`config.mk`:
```
export PLATFORM = sky130hd
export DESIGN_NAME = van_leer_upwind_face_value_unit
export DESIGN_NICKNAME = d
export VERILOG_FILES = /design/src/design/vlf_pkg.sv /design/src/design/van_leer_upwind_face_value_unit.sv /design/src/design/vlf_divider.sv
export VERILOG_INCLUDE_DIRS = /design/src /design/src/design
export SDC_FILE = /design/constraint.sdc
export NUM_CORES = 2
export LEC_CHECK = 0
export BUFFER_PORTS_ARGS = -buffer_cell sky130_fd_sc_hd__buf_2
export CAP_MARGIN = 40
export CORE_MARGIN = 4
export CORE_UTILIZATION = 35
export CTS_CLUSTER_DIAMETER = 60
export CTS_CLUSTER_SIZE = 12
export DETAILED_ROUTE_END_ITERATION = 10
export PLACE_DENSITY = 0.6
export SYNTH_ARGS = -nofsm -noshare
export SYNTH_HDL_FRONTEND = slang
export SYNTH_SLANG_ARGS = --single-unit
```
`constraint.sdc`:
```
create_clock -name clk_i -period 17.8 [get_ports clk_i]
set_clock_uncertainty 0.15 [all_clocks]
set_input_delay 3.56 -clock clk_i [delete_from_list [all_inputs] [get_ports clk_i]]
set_output_delay 3.56 -clock clk_i [all_outputs]
set_load 0.01 [all_outputs]
```
`src/design/assert_macros.svh`:
```
// Assertion macros shared by the upwind face value modules
`ifndef ASSERT_MACROS_SVH
`define ASSERT_MACROS_SVH

// Condition that must hold at every clock edge outside reset
`define ASSERT_ALWAYS(label, clk, rst_n, cond, msg) \
  label: assert property (@(posedge clk) disable iff (!rst_n) (cond)) else $error(msg);

// Antecedent implies consequent in the same cycle
`define ASSERT_IMPLIES(label, clk, rst_n, ante, cons, msg) \
  label: assert property (@(posedge clk) disable iff (!rst_n) (ante) |-> (cons)) \
    else $error(msg);

// Antecedent implies consequent in the next cycle
`define ASSERT_NEXT(label, clk, rst_n, ante, cons, msg) \
  label: assert property (@(posedge clk) disable iff (!rst_n) (ante) |=> (cons)) \
    else $error(msg);

`endif

```
`src/design/vlf_pkg.sv`:
```
// Package: widths, sequencer states, divider bundles and saturation helpers
package vlf_pkg;

  // Fixed point format of all data fields
  localparam int unsigned DATA_W    = 32;
  localparam int unsigned FRAC_W    = 16;
  localparam int unsigned IN_DATA_W = 3 * DATA_W;

  // Shared divider: quotient known to fit QUOT_W bits
  localparam int unsigned QUOT_W = DATA_W;
  localparam int unsigned DEND_W = 2 * QUOT_W;
  localparam int unsigned DIVR_W = DATA_W + 1;
  localparam int unsigned CNT_W  = $clog2(QUOT_W + 1);

  // Magnitudes fed to saturation and product widths
  localparam int unsigned MAG_W      = 2 * DATA_W;
  localparam int unsigned SHW        = DATA_W + FRAC_W;
  localparam int unsigned TERM_SHIFT = FRAC_W + 1;
  localparam int unsigned TERM_W     = MAG_W - TERM_SHIFT;
  localparam int unsigned FACE_W     = TERM_W + 2;

  // Cells seen in the current column
  localparam logic [1:0] CS_NONE = 2'd0;
  localparam logic [1:0] CS_ONE  = 2'd1;
  localparam logic [1:0] CS_TWO  = 2'd2;

  typedef enum logic [3:0] {
    ST_IDLE,
    ST_QDIV,
    ST_QWAIT,
    ST_HM_MUL,
    ST_HM_DIV,
    ST_HM_WAIT,
    ST_FACE_MUL,
    ST_FACE_SUM,
    ST_COMMIT
  } vlf_state_e;

  typedef struct packed {
    logic              start;
    logic [DEND_W-1:0] dividend;
    logic [DIVR_W-1:0] divisor;
  } div_req_t;

  typedef struct packed {
    logic              busy;
    logic              done;
    logic [QUOT_W-1:0] quotient;
  } div_rsp_t;

  typedef struct packed {
    logic              clip;
    logic [DATA_W-1:0] value;
  } sat_t;

  // Signed value from sign and magnitude, clipped to DATA_W bits
  function automatic sat_t sat_from_mag(input logic neg, input logic [MAG_W-1:0] mag);
    sat_t              r;
    logic [MAG_W-1:0]  lim_neg;
    logic [MAG_W-1:0]  lim_pos;
    lim_neg = MAG_W'(1) << (DATA_W - 1);
    lim_pos = lim_neg - MAG_W'(1);
    r.clip  = 1'b0;
    if (neg) begin
      if (mag > lim_neg) begin
        r.clip  = 1'b1;
        r.value = {1'b1, {(DATA_W-1){1'b0}}};
      end else begin
        r.value = DATA_W'(0) - mag[DATA_W-1:0];
      end
    end else begin
      if (mag > lim_pos) begin
        r.clip  = 1'b1;
        r.value = {1'b0, {(DATA_W-1){1'b1}}};
      end else begin
        r.value = mag[DATA_W-1:0];
      end
    end
    return r;
  endfunction

  // Magnitude of a two's complement DATA_W value
  function automatic logic [DATA_W-1:0] mag_of(input logic [DATA_W-1:0] x);
    return x[DATA_W-1] ? (DATA_W'(0) - x) : x;
  endfunction

endpackage

```
`src/design/van_leer_upwind_face_value_unit.sv`:
```
// Top level: van Leer limited upwind face value over a radial column of cells
// Cells arrive in column order; the first two cells of a column are taken
// and give no word out. Every later cell gives one face value for the cell
// before it, and no further cell is taken until its work is done: three
// passes through the one shared 32-step restoring divider (the two one-sided
// slopes and the harmonic mean) plus the shared 32x32 multiplier and the
// saturation steps. A slope whose difference is zero, whose width is zero or
// whose quotient overflows skips its divider pass, and a limited slope of
// zero skips the third. The result sits in an output register, so the next
// cell is taken while it waits; if it is still not taken when the next result
// is ready, the block holds in its last step.
`include "assert_macros.svh"

module van_leer_upwind_face_value_unit import vlf_pkg::*; (
  input  logic                 clk_i,
  input  logic                 rst_ni,
  input  logic                 s_axis_tvalid,
  output logic                 s_axis_tready,
  input  logic [IN_DATA_W-1:0] s_axis_tdata,  // cell_value, cell_width, velocity
  input  logic                 s_axis_tlast,  // last_in_column
  output logic                 m_axis_tvalid,
  input  logic                 m_axis_tready,
  output logic [DATA_W-1:0]    m_axis_tdata,  // face_value
  output logic                 m_axis_tuser,  // saturated
  output logic                 m_axis_tlast   // column_end
);

  vlf_state_e state_q, state_d;

  // Captured input word
  logic [DATA_W-1:0] val_in_q, wid_in_q, vel_in_q;
  logic              last_in_q;

  // Column history
  logic [DATA_W-1:0] v2_q, v1_q, w2_q, w1_q, s1_q, vel1_q;
  logic [1:0]        cs_q;

  // Work registers
  logic              idx_q;
  logic              neg_q;
  logic [DATA_W-1:0] dm_q, dp_q, slope_q, base_q;
  logic [DIVR_W-1:0] sum_q;
  logic [MAG_W-1:0]  mul_q;
  logic              tneg_q;
  logic [FACE_W-1:0] face_q;
  logic              clip_q;

  // Output register
  logic              out_valid_q;
  logic [DATA_W-1:0] out_face_q;
  logic              out_sat_q;
  logic              out_last_q;

  div_req_t div_req;
  div_rsp_t div_rsp;

  logic in_acc;
  logic out_free;

  // One-sided difference and width for the current slope
  logic [DATA_W-1:0] num_a, num_b, qw;
  logic [DATA_W:0]   diff, dmag;
  logic              dneg, q_zero, q_over;

  // Limiter and face operands
  logic [DATA_W-1:0] ma, mb;
  logic              hm_zero;
  logic              face_up;
  logic [DATA_W-1:0] fw, fs, fbase;
  logic              fminus;
  logic [DATA_W-1:0] mul_a, mul_b;
  logic [TERM_W-1:0] term;
  logic              fneg;
  logic [FACE_W-1:0] fmag;

  // Control from the sequencer
  logic q_ld, hm_ld, slope_ld, face_ld, sum_ld, out_ld;
  sat_t q_res, slope_res, face_res;

  assign in_acc   = s_axis_tvalid && s_axis_tready;
  assign out_free = !out_valid_q || m_axis_tready;

  // Operands of the left and right difference
  assign num_a  = idx_q ? val_in_q : v1_q;
  assign num_b  = idx_q ? v1_q : v2_q;
  assign qw     = idx_q ? wid_in_q : w1_q;
  assign diff   = {num_a[DATA_W-1], num_a} - {num_b[DATA_W-1], num_b};
  assign dneg   = diff[DATA_W];
  assign dmag   = dneg ? ((DATA_W+1)'(0) - diff) : diff;
  assign q_zero = (dmag == '0);
  assign q_over = (qw == '0) || (SHW'(dmag) >= {qw, {FRAC_W{1'b0}}});

  // Limiter operands
  assign ma      = mag_of(dm_q);
  assign mb      = mag_of(dp_q);
  assign hm_zero = (dm_q == '0) || (dp_q == '0) || (dm_q[DATA_W-1] != dp_q[DATA_W-1]);

  // Upwind choice: cell below with its slope, or this cell with the new slope
  assign face_up = !vel1_q[DATA_W-1] && (vel1_q != '0);
  assign fw      = face_up ? w2_q : w1_q;
  assign fs      = face_up ? s1_q : slope_q;
  assign fbase   = face_up ? v2_q : v1_q;
  assign fminus  = !face_up;

  // Shared multiplier operands
  assign mul_a = (state_q == ST_FACE_MUL) ? fw : ma;
  assign mul_b = (state_q == ST_FACE_MUL) ? mag_of(fs) : mb;

  // Half width times slope, and the face magnitude
  assign term = mul_q[MAG_W-1:TERM_SHIFT];
  assign fneg = face_q[FACE_W-1];
  assign fmag = fneg ? (FACE_W'(0) - face_q) : face_q;

  // Divider requests: one-sided slopes or harmonic mean
  always_comb begin
    div_req.start    = 1'b0;
    div_req.dividend = DEND_W'({dmag, {FRAC_W{1'b0}}});
    div_req.divisor  = DIVR_W'(qw);
    if (state_q == ST_HM_DIV) begin
      div_req.dividend = {mul_q[MAG_W-2:0], 1'b0};
      div_req.divisor  = sum_q;
    end
    if ((state_q == ST_QDIV && !q_zero && !q_over) || state_q == ST_HM_DIV) begin
      div_req.start = 1'b1;
    end
  end

  vlf_divider u_divider (
    .clk_i  (clk_i),
    .rst_ni (rst_ni),
    .req_i  (div_req),
    .rsp_o  (div_rsp)
  );

  // Next state
  always_comb begin
    state_d = state_q;
    unique case (state_q)
      ST_IDLE: begin
        if (in_acc && cs_q == CS_TWO) state_d = ST_QDIV;
      end
      ST_QDIV: begin
        if (q_zero || q_over) state_d = idx_q ? ST_HM_MUL : ST_QDIV;
        else state_d = ST_QWAIT;
      end
      ST_QWAIT: begin
        if (div_rsp.done) state_d = idx_q ? ST_HM_MUL : ST_QDIV;
      end
      ST_HM_MUL: begin
        state_d = hm_zero ? ST_FACE_MUL : ST_HM_DIV;
      end
      ST_HM_DIV:   state_d = ST_HM_WAIT;
      ST_HM_WAIT: begin
        if (div_rsp.done) state_d = ST_FACE_MUL;
      end
      ST_FACE_MUL: state_d = ST_FACE_SUM;
      ST_FACE_SUM: state_d = ST_COMMIT;
      ST_COMMIT: begin
        if (out_free) state_d = ST_IDLE;
      end
      default:     state_d = ST_IDLE;
    endcase
  end

  // Sequencer outputs
  always_comb begin
    q_ld      = 1'b0;
    hm_ld     = 1'b0;
    sum_ld    = 1'b0;
    slope_ld  = 1'b0;
    face_ld   = 1'b0;
    out_ld    = 1'b0;
    q_res     = '0;
    slope_res = '0;
    face_res  = sat_from_mag(fneg, MAG_W'(fmag));
    unique case (state_q)
      ST_QDIV: begin
        if (q_zero) begin
          q_ld = 1'b1;
        end else if (q_over) begin
          q_ld  = 1'b1;
          q_res = sat_from_mag(dneg, {MAG_W{1'b1}});
        end
      end
      ST_QWAIT: begin
        q_ld  = div_rsp.done;
        q_res = sat_from_mag(neg_q, MAG_W'(div_rsp.quotient));
      end
      ST_HM_MUL: begin
        slope_ld = hm_zero;
        hm_ld    = !hm_zero;
        sum_ld   = !hm_zero;
      end
      ST_HM_WAIT: begin
        slope_ld  = div_rsp.done;
        slope_res = sat_from_mag(dm_q[DATA_W-1], MAG_W'(div_rsp.quotient));
      end
      ST_FACE_MUL: face_ld = 1'b1;
      ST_COMMIT:   out_ld  = out_free;
      default: ;
    endcase
  end

  // State and control registers
  always_ff @(posedge clk_i or negedge rst_ni) begin
    if (!rst_ni) begin
      state_q     <= ST_IDLE;
      cs_q        <= CS_NONE;
      out_valid_q <= 1'b0;
    end else begin
      state_q <= state_d;
      if (in_acc && cs_q != CS_TWO) begin
        cs_q <= s_axis_tlast ? CS_NONE : ((cs_q == CS_NONE) ? CS_ONE : CS_TWO);
      end else if (out_ld && last_in_q) begin
        cs_q <= CS_NONE;
      end
      if (out_ld) out_valid_q <= 1'b1;
      else if (m_axis_tready) out_valid_q <= 1'b0;
    end
  end

  // History registers: reset to zero, advance per cell
  always_ff @(posedge clk_i or negedge rst_ni) begin
    if (!rst_ni) begin
      v2_q   <= '0;
      v1_q   <= '0;
      w2_q   <= '0;
      w1_q   <= '0;
      s1_q   <= '0;
      vel1_q <= '0;
    end else if (in_acc && cs_q != CS_TWO) begin
      v2_q   <= v1_q;
      v1_q   <= s_axis_tdata[DATA_W-1:0];
      w2_q   <= w1_q;
      w1_q   <= s_axis_tdata[2*DATA_W-1:DATA_W];
      vel1_q <= s_axis_tdata[3*DATA_W-1:2*DATA_W];
      if (cs_q == CS_ONE) s1_q <= '0;
    end else if (out_ld) begin
      v2_q   <= v1_q;
      v1_q   <= val_in_q;
      w2_q   <= w1_q;
      w1_q   <= wid_in_q;
      vel1_q <= vel_in_q;
      s1_q   <= slope_q;
    end
  end

  // Datapath registers
  always_ff @(posedge clk_i) begin
    if (in_acc) begin
      val_in_q  <= s_axis_tdata[DATA_W-1:0];
      wid_in_q  <= s_axis_tdata[2*DATA_W-1:DATA_W];
      vel_in_q  <= s_axis_tdata[3*DATA_W-1:2*DATA_W];
      last_in_q <= s_axis_tlast;
      idx_q     <= 1'b0;
      clip_q    <= 1'b0;
    end
    if (div_req.start && state_q == ST_QDIV) neg_q <= dneg;
    if (q_ld) begin
      if (idx_q) dp_q <= q_res.value;
      else dm_q <= q_res.value;
      idx_q  <= 1'b1;
      clip_q <= clip_q | q_res.clip;
    end
    if (hm_ld || face_ld) mul_q <= mul_a * mul_b;
    if (sum_ld) sum_q <= DIVR_W'(ma) + DIVR_W'(mb);
    if (slope_ld) begin
      slope_q <= slope_res.value;
      clip_q  <= clip_q | slope_res.clip;
    end
    if (face_ld) begin
      base_q <= fbase;
      tneg_q <= fs[DATA_W-1] != fminus;
    end
    if (state_q == ST_FACE_SUM) begin
      face_q <= tneg_q ? (FACE_W'($signed(base_q)) - FACE_W'(term))
                       : (FACE_W'($signed(base_q)) + FACE_W'(term));
    end
    if (out_ld) begin
      out_face_q <= face_res.value;
      out_sat_q  <= clip_q | face_res.clip;
      out_last_q <= last_in_q;
    end
  end

  assign s_axis_tready = (state_q == ST_IDLE);
  assign m_axis_tvalid = out_valid_q;
  assign m_axis_tdata  = out_face_q;
  assign m_axis_tuser  = out_sat_q;
  assign m_axis_tlast  = out_last_q;

  `ASSERT_ALWAYS(a_cells_seen_legal, clk_i, rst_ni, (cs_q == CS_NONE) || (cs_q == CS_ONE) || (cs_q == CS_TWO), "cells seen count out of range")
  `ASSERT_IMPLIES(a_wait_has_divider, clk_i, rst_ni, (state_q == ST_QWAIT) || (state_q == ST_HM_WAIT), div_rsp.busy || div_rsp.done, "waiting on an idle divider")
  `ASSERT_IMPLIES(a_word_from_commit, clk_i, rst_ni, $rose(m_axis_tvalid), $past(state_q) == ST_COMMIT, "output word raised outside the commit step")

endmodule

```
`src/design/vlf_divider.sv`:
```
// Shared restoring divider, one quotient bit per cycle
`include "assert_macros.svh"

module vlf_divider import vlf_pkg::*; (
  input  logic     clk_i,
  input  logic     rst_ni,
  input  div_req_t req_i,
  output div_rsp_t rsp_o
);

  logic              busy_q, busy_d;
  logic              done_q, done_d;
  logic [CNT_W-1:0]  cnt_q, cnt_d;
  logic [DIVR_W-1:0] rem_q, rem_d;
  logic [QUOT_W-1:0] low_q, low_d;
  logic [DIVR_W-1:0] dvs_q, dvs_d;
  logic [DIVR_W:0]   shifted;
  logic [DIVR_W:0]   trial;
  logic              ge;

  // Trial subtract of the shifted remainder
  assign shifted = {rem_q, low_q[QUOT_W-1]};
  assign trial   = shifted - {1'b0, dvs_q};
  assign ge      = !trial[DIVR_W];

  // Load on start, then shift one quotient bit in per cycle
  always_comb begin
    busy_d = busy_q;
    done_d = 1'b0;
    cnt_d  = cnt_q;
    rem_d  = rem_q;
    low_d  = low_q;
    dvs_d  = dvs_q;
    if (req_i.start) begin
      busy_d = 1'b1;
      cnt_d  = CNT_W'(QUOT_W);
      rem_d  = DIVR_W'(req_i.dividend[DEND_W-1:QUOT_W]);
      low_d  = req_i.dividend[QUOT_W-1:0];
      dvs_d  = req_i.divisor;
    end else if (busy_q) begin
      rem_d = ge ? trial[DIVR_W-1:0] : shifted[DIVR_W-1:0];
      low_d = {low_q[QUOT_W-2:0], ge};
      cnt_d = cnt_q - CNT_W'(1);
      if (cnt_q == CNT_W'(1)) begin
        busy_d = 1'b0;
        done_d = 1'b1;
      end
    end
  end

  always_ff @(posedge clk_i or negedge rst_ni) begin
    if (!rst_ni) begin
      busy_q <= 1'b0;
      done_q <= 1'b0;
      cnt_q  <= '0;
    end else begin
      busy_q <= busy_d;
      done_q <= done_d;
      cnt_q  <= cnt_d;
    end
  end

  always_ff @(posedge clk_i) begin
    rem_q <= rem_d;
    low_q <= low_d;
    dvs_q <= dvs_d;
  end

  assign rsp_o.busy     = busy_q;
  assign rsp_o.done     = done_q;
  assign rsp_o.quotient = low_q;

  `ASSERT_IMPLIES(a_start_when_idle, clk_i, rst_ni, req_i.start, !busy_q, "divider started while busy")
  `ASSERT_IMPLIES(a_done_after_last_step, clk_i, rst_ni, done_q, $past(busy_q) && ($past(cnt_q) == CNT_W'(1)), "divider done without a final step")

endmodule

```
==> results by group <==
STA
  • Max-slew headroom: 32.91%
  • Worst slew pin tran: around 1.0 ns
  • Max Freq: roughly 76 MHz
  • Max Slew Vio Count: 0
  • Setup ws final: ~4.6 ns
  • Final Hold Fails: 0
  • Fin crit share: 74.14%
  • Worst hold slack: around 0.32 ns
  • Clock period minus worst slack: approximately 13 ns
  • Unrepaired setup endpoints after global routing: false
  • Setup TNS: 0 ns
  • Final setup fails: 0

Finish
  • Nets: 9819
  • Commonest non-fill, non-tap cell in the layout: inv_1
  • Fill cell count: 21.72k
  • FF+latch area: 0.02039 mm²
  • Commonest cells after routing, fill and taps aside: inv_1, nand2_1, fa_1, nor2_1, edfxtp_1
  • Multi-input logic area: 0.05119 mm²
  • Share of cells above drive strength 1: 8.127%
  • Area Overhead vs Synth: 9.791%

Logic synthesis
  • Netlist cell types: 94
  • Syn Nets: 9827
  • Sequential share of the synthesized area: 26.38%
  • Post-synthesis register bit count: 714
  • Synth Area per Inst: 9.207 µm²
  • Synthesized cell area: 0.07726 mm²
  • YS warnings: 0
  • Async S/R FF share, synth: just under 30%
  • EDFF count, synth: 505
  • Cells after synthesis: roughly 8.4k
  • Most used DFF post-synth: edfxtp_1

Drt
  • Routed vias/inst: ~5.5
  • Final ANT Viol Nets: 0
  • Post-route DRC: 0
  • Via count: 62.55k
  • WL final: 276300 µm
  • DR iter-0 viols: 6545
  • DR WL/cell: 24.18 µm
  • DRT Pass-1 Iters: 6

Setup path
  • Top cell by count, worst path: fa_1
  • Cell family with most CP delay: adder cells
  • WP buf/inv: 6
  • Slowest cell on crit path: or4_1
  • Worst r2r path cells: 40
  • Startpoint Class: flip-flop
  • Critical path required time: about 18 ns
  • CP max FO: 27
  • Worst R2R Setup Slack: 4.60 ns
  • Crit path DAT: 13.46 ns
  • Reg-to-reg endpoint: mul_q[60]$_DFFE_PP_
  • Slowest stage delay, CP: 0.58 ns
  • WS Path Type: flip-flop to flip-flop
  • Worst Setup End Kind: flip-flop
  • R2R Path Start: dm_q[7]$_DFFE_PP_

Outcome
  • Run status: finished, final reports clean

Global route
  • Maximum number of pins on one net before global-route repair: 115
  • Initial antenna violation count: 32
  • First-pass GRT wire length: 410600 µm
  • Number of global-route vias before repair: 62.87k
  • Total track usage: 23.83%
  • Grt total ovfl: 0

Worst hold path
  • Hold Crit Depth: 2
  • Hold WC Path Type: flip-flop to flip-flop
  • Hold path endpoint: vel1_q[19]$_DFFE_PN0P_
  • Worst hold path startpoint: vel_in_q[19]$_DFFE_PP_

Clock tree
  • Worst skew pair latency: 0.71 ns
  • Clk slew on worst S/H paths: approximately 0.060 ns
  • CTS Buf Count: between 80 and 90
  • Setup bufs post-CTS: 0
  • CTS max path bufs: 3
  • H-tree lvl count: 3
  • Clk sinks: around 710
  • Post-cts sizing count: 0
  • Root Buffer: clkbuf_16
  • CTS tree: built
  • CTS Hold Bufs: 0

Floorplan
  • IO Count: 137
  • Rows: between 150 and 200
  • Chip width: 477.8 µm
  • Starting Density: 35.16%
  • Core box area: 0.2197 mm²
  • Die ar.: 0.2283 mm²
  • Die height: 477.8 µm

Placed design
  • Placer Congestion: 0.9679
  • I/O Buffers: 136
  • Post-DP HPWL: 215400 µm
  • Pre-CTS WS: 4.716 ns

Run
  • Max-cap viol count: 0
[how the worst max path moves through the flow]
stage / endpoint / slack, ns / cells after the start / from
6_report: mul_q[60]$_DFFE_PP_ / 4.60 / 40 / dm_q[7]$_DFFE_PP_
2_1_floorplan: mul_q[60]$_DFFE_PP_ / 5.22 / 48 / vel1_q[22]$_DFFE_PN0P_
4_1_cts: mul_q[60]$_DFFE_PP_ / 4.66 / 40 / dm_q[7]$_DFFE_PP_
3_5_place_dp: mul_q[60]$_DFFE_PP_ / 4.72 / 40 / dm_q[7]$_DFFE_PP_
3_3_place_gp: mul_q[60]$_DFFE_PP_ / 4.81 / 40 / dm_q[6]$_DFFE_PP_
5_1_grt: mul_q[57]$_DFFE_PP_ / 4.12 / 38 / vel1_q[30]$_DFFE_PN0P_
[routing by layer]
layer  routed length, µm  vias to the layer above  global-route usage (%)  share of wire (%)
li1                    -                    27767                       -                  -
met1              111900                    31412                   31.48                 40
met2              124300                     2772                   37.61                 45
met3               23330                      588                   4.243                8.4
met4               16710                        6                   11.92                6.0
met5                  41                        -                       0              0.015
[per-stage QoR]
| stage | util (%) | cells | instance area (µm²) |
|---|---|---|---|
| 3_5_place_dp | 37.31 | 11251 | 81990 |
| 6_report | 38.61 | 11426 | 84830 |
| 3_3_place_gp | 37.08 | 11215 | 81470 |
| 2_1_floorplan | - | 8392 | 77260 |
| 5_1_grt | 38.60 | 11419 | 84810 |
| 4_1_cts | 38.58 | 11409 | 84780 |
[synthesized netlist by cell type, drive strengths merged (147+ instances only)]
cell type	number	area share, %
nor2	787	3.9
a21oi	367	2.4
fa	900	23
mux2i	147	1.9
inv	1182	5.7
clkbuf	363	1.8
nand2	1164	5.7
o21ai	300	1.9
edfxtp	505	20
dfrtp	207	6.7
xor2	147	1.7
ha	434	7.0
xnor2	259	2.9
[cell type report]
class,count,area share [%]
flip-flops and latches,714,24.03
multi-input cells,6086,60.34
diodes,15,0.04425
clock buffers,122,2.857
inverters,1184,5.248
repair buffers,311,2.677
well taps,2958,4.363
clock inverters,36,0.4307
[logic make-up after synthesis]
| kind of cell | Yosys count | synth area share [%] |
|---|---|---|
| simple gates | 2661 | 15.11 |
| buf+inv | 1592 | 7.810 |
| compound gates | 1400 | 11.83 |
| fa+ha+maj | 1334 | 30.35 |
| flops | 714 | 26.38 |
| xor+xnor | 406 | 4.602 |
| mux | 285 | 3.916 |
[sequential cells by signal (all words and copies together) (netlist names), 2 cells and up]
register and flops:
slope_q 32, base_q 32, m_axis_tdata 32, v1_q 32, val_in_q 32, wid_in_q 32
u_divider.rem_q 33, w1_q 32, u_divider.low_q 32, face_q 49, vel1_q 32, u_divider.dvs_q 33
dp_q 32, sum_q 33, mul_q 64, dm_q 32, vel_in_q 32, w2_q 32
v2_q 32, cs_q 2, state_q 4, s1_q 32, u_divider.cnt_q 6
[worst register-to-register path, delay by kind of cell (launching register included)]
family | cells | cell delay (ns)
xor+xnor | 2 | 0.38
compound gates | 10 | 2.60
simple gates | 13 | 4.20
fa+ha+maj | 9 | 4.44
buf+inv | 6 | 0.75
flops | 1 | 0.41
Power is not shown: default switching activity piles up to over one toggle a cycle in this logic, so the estimate is an artifact.
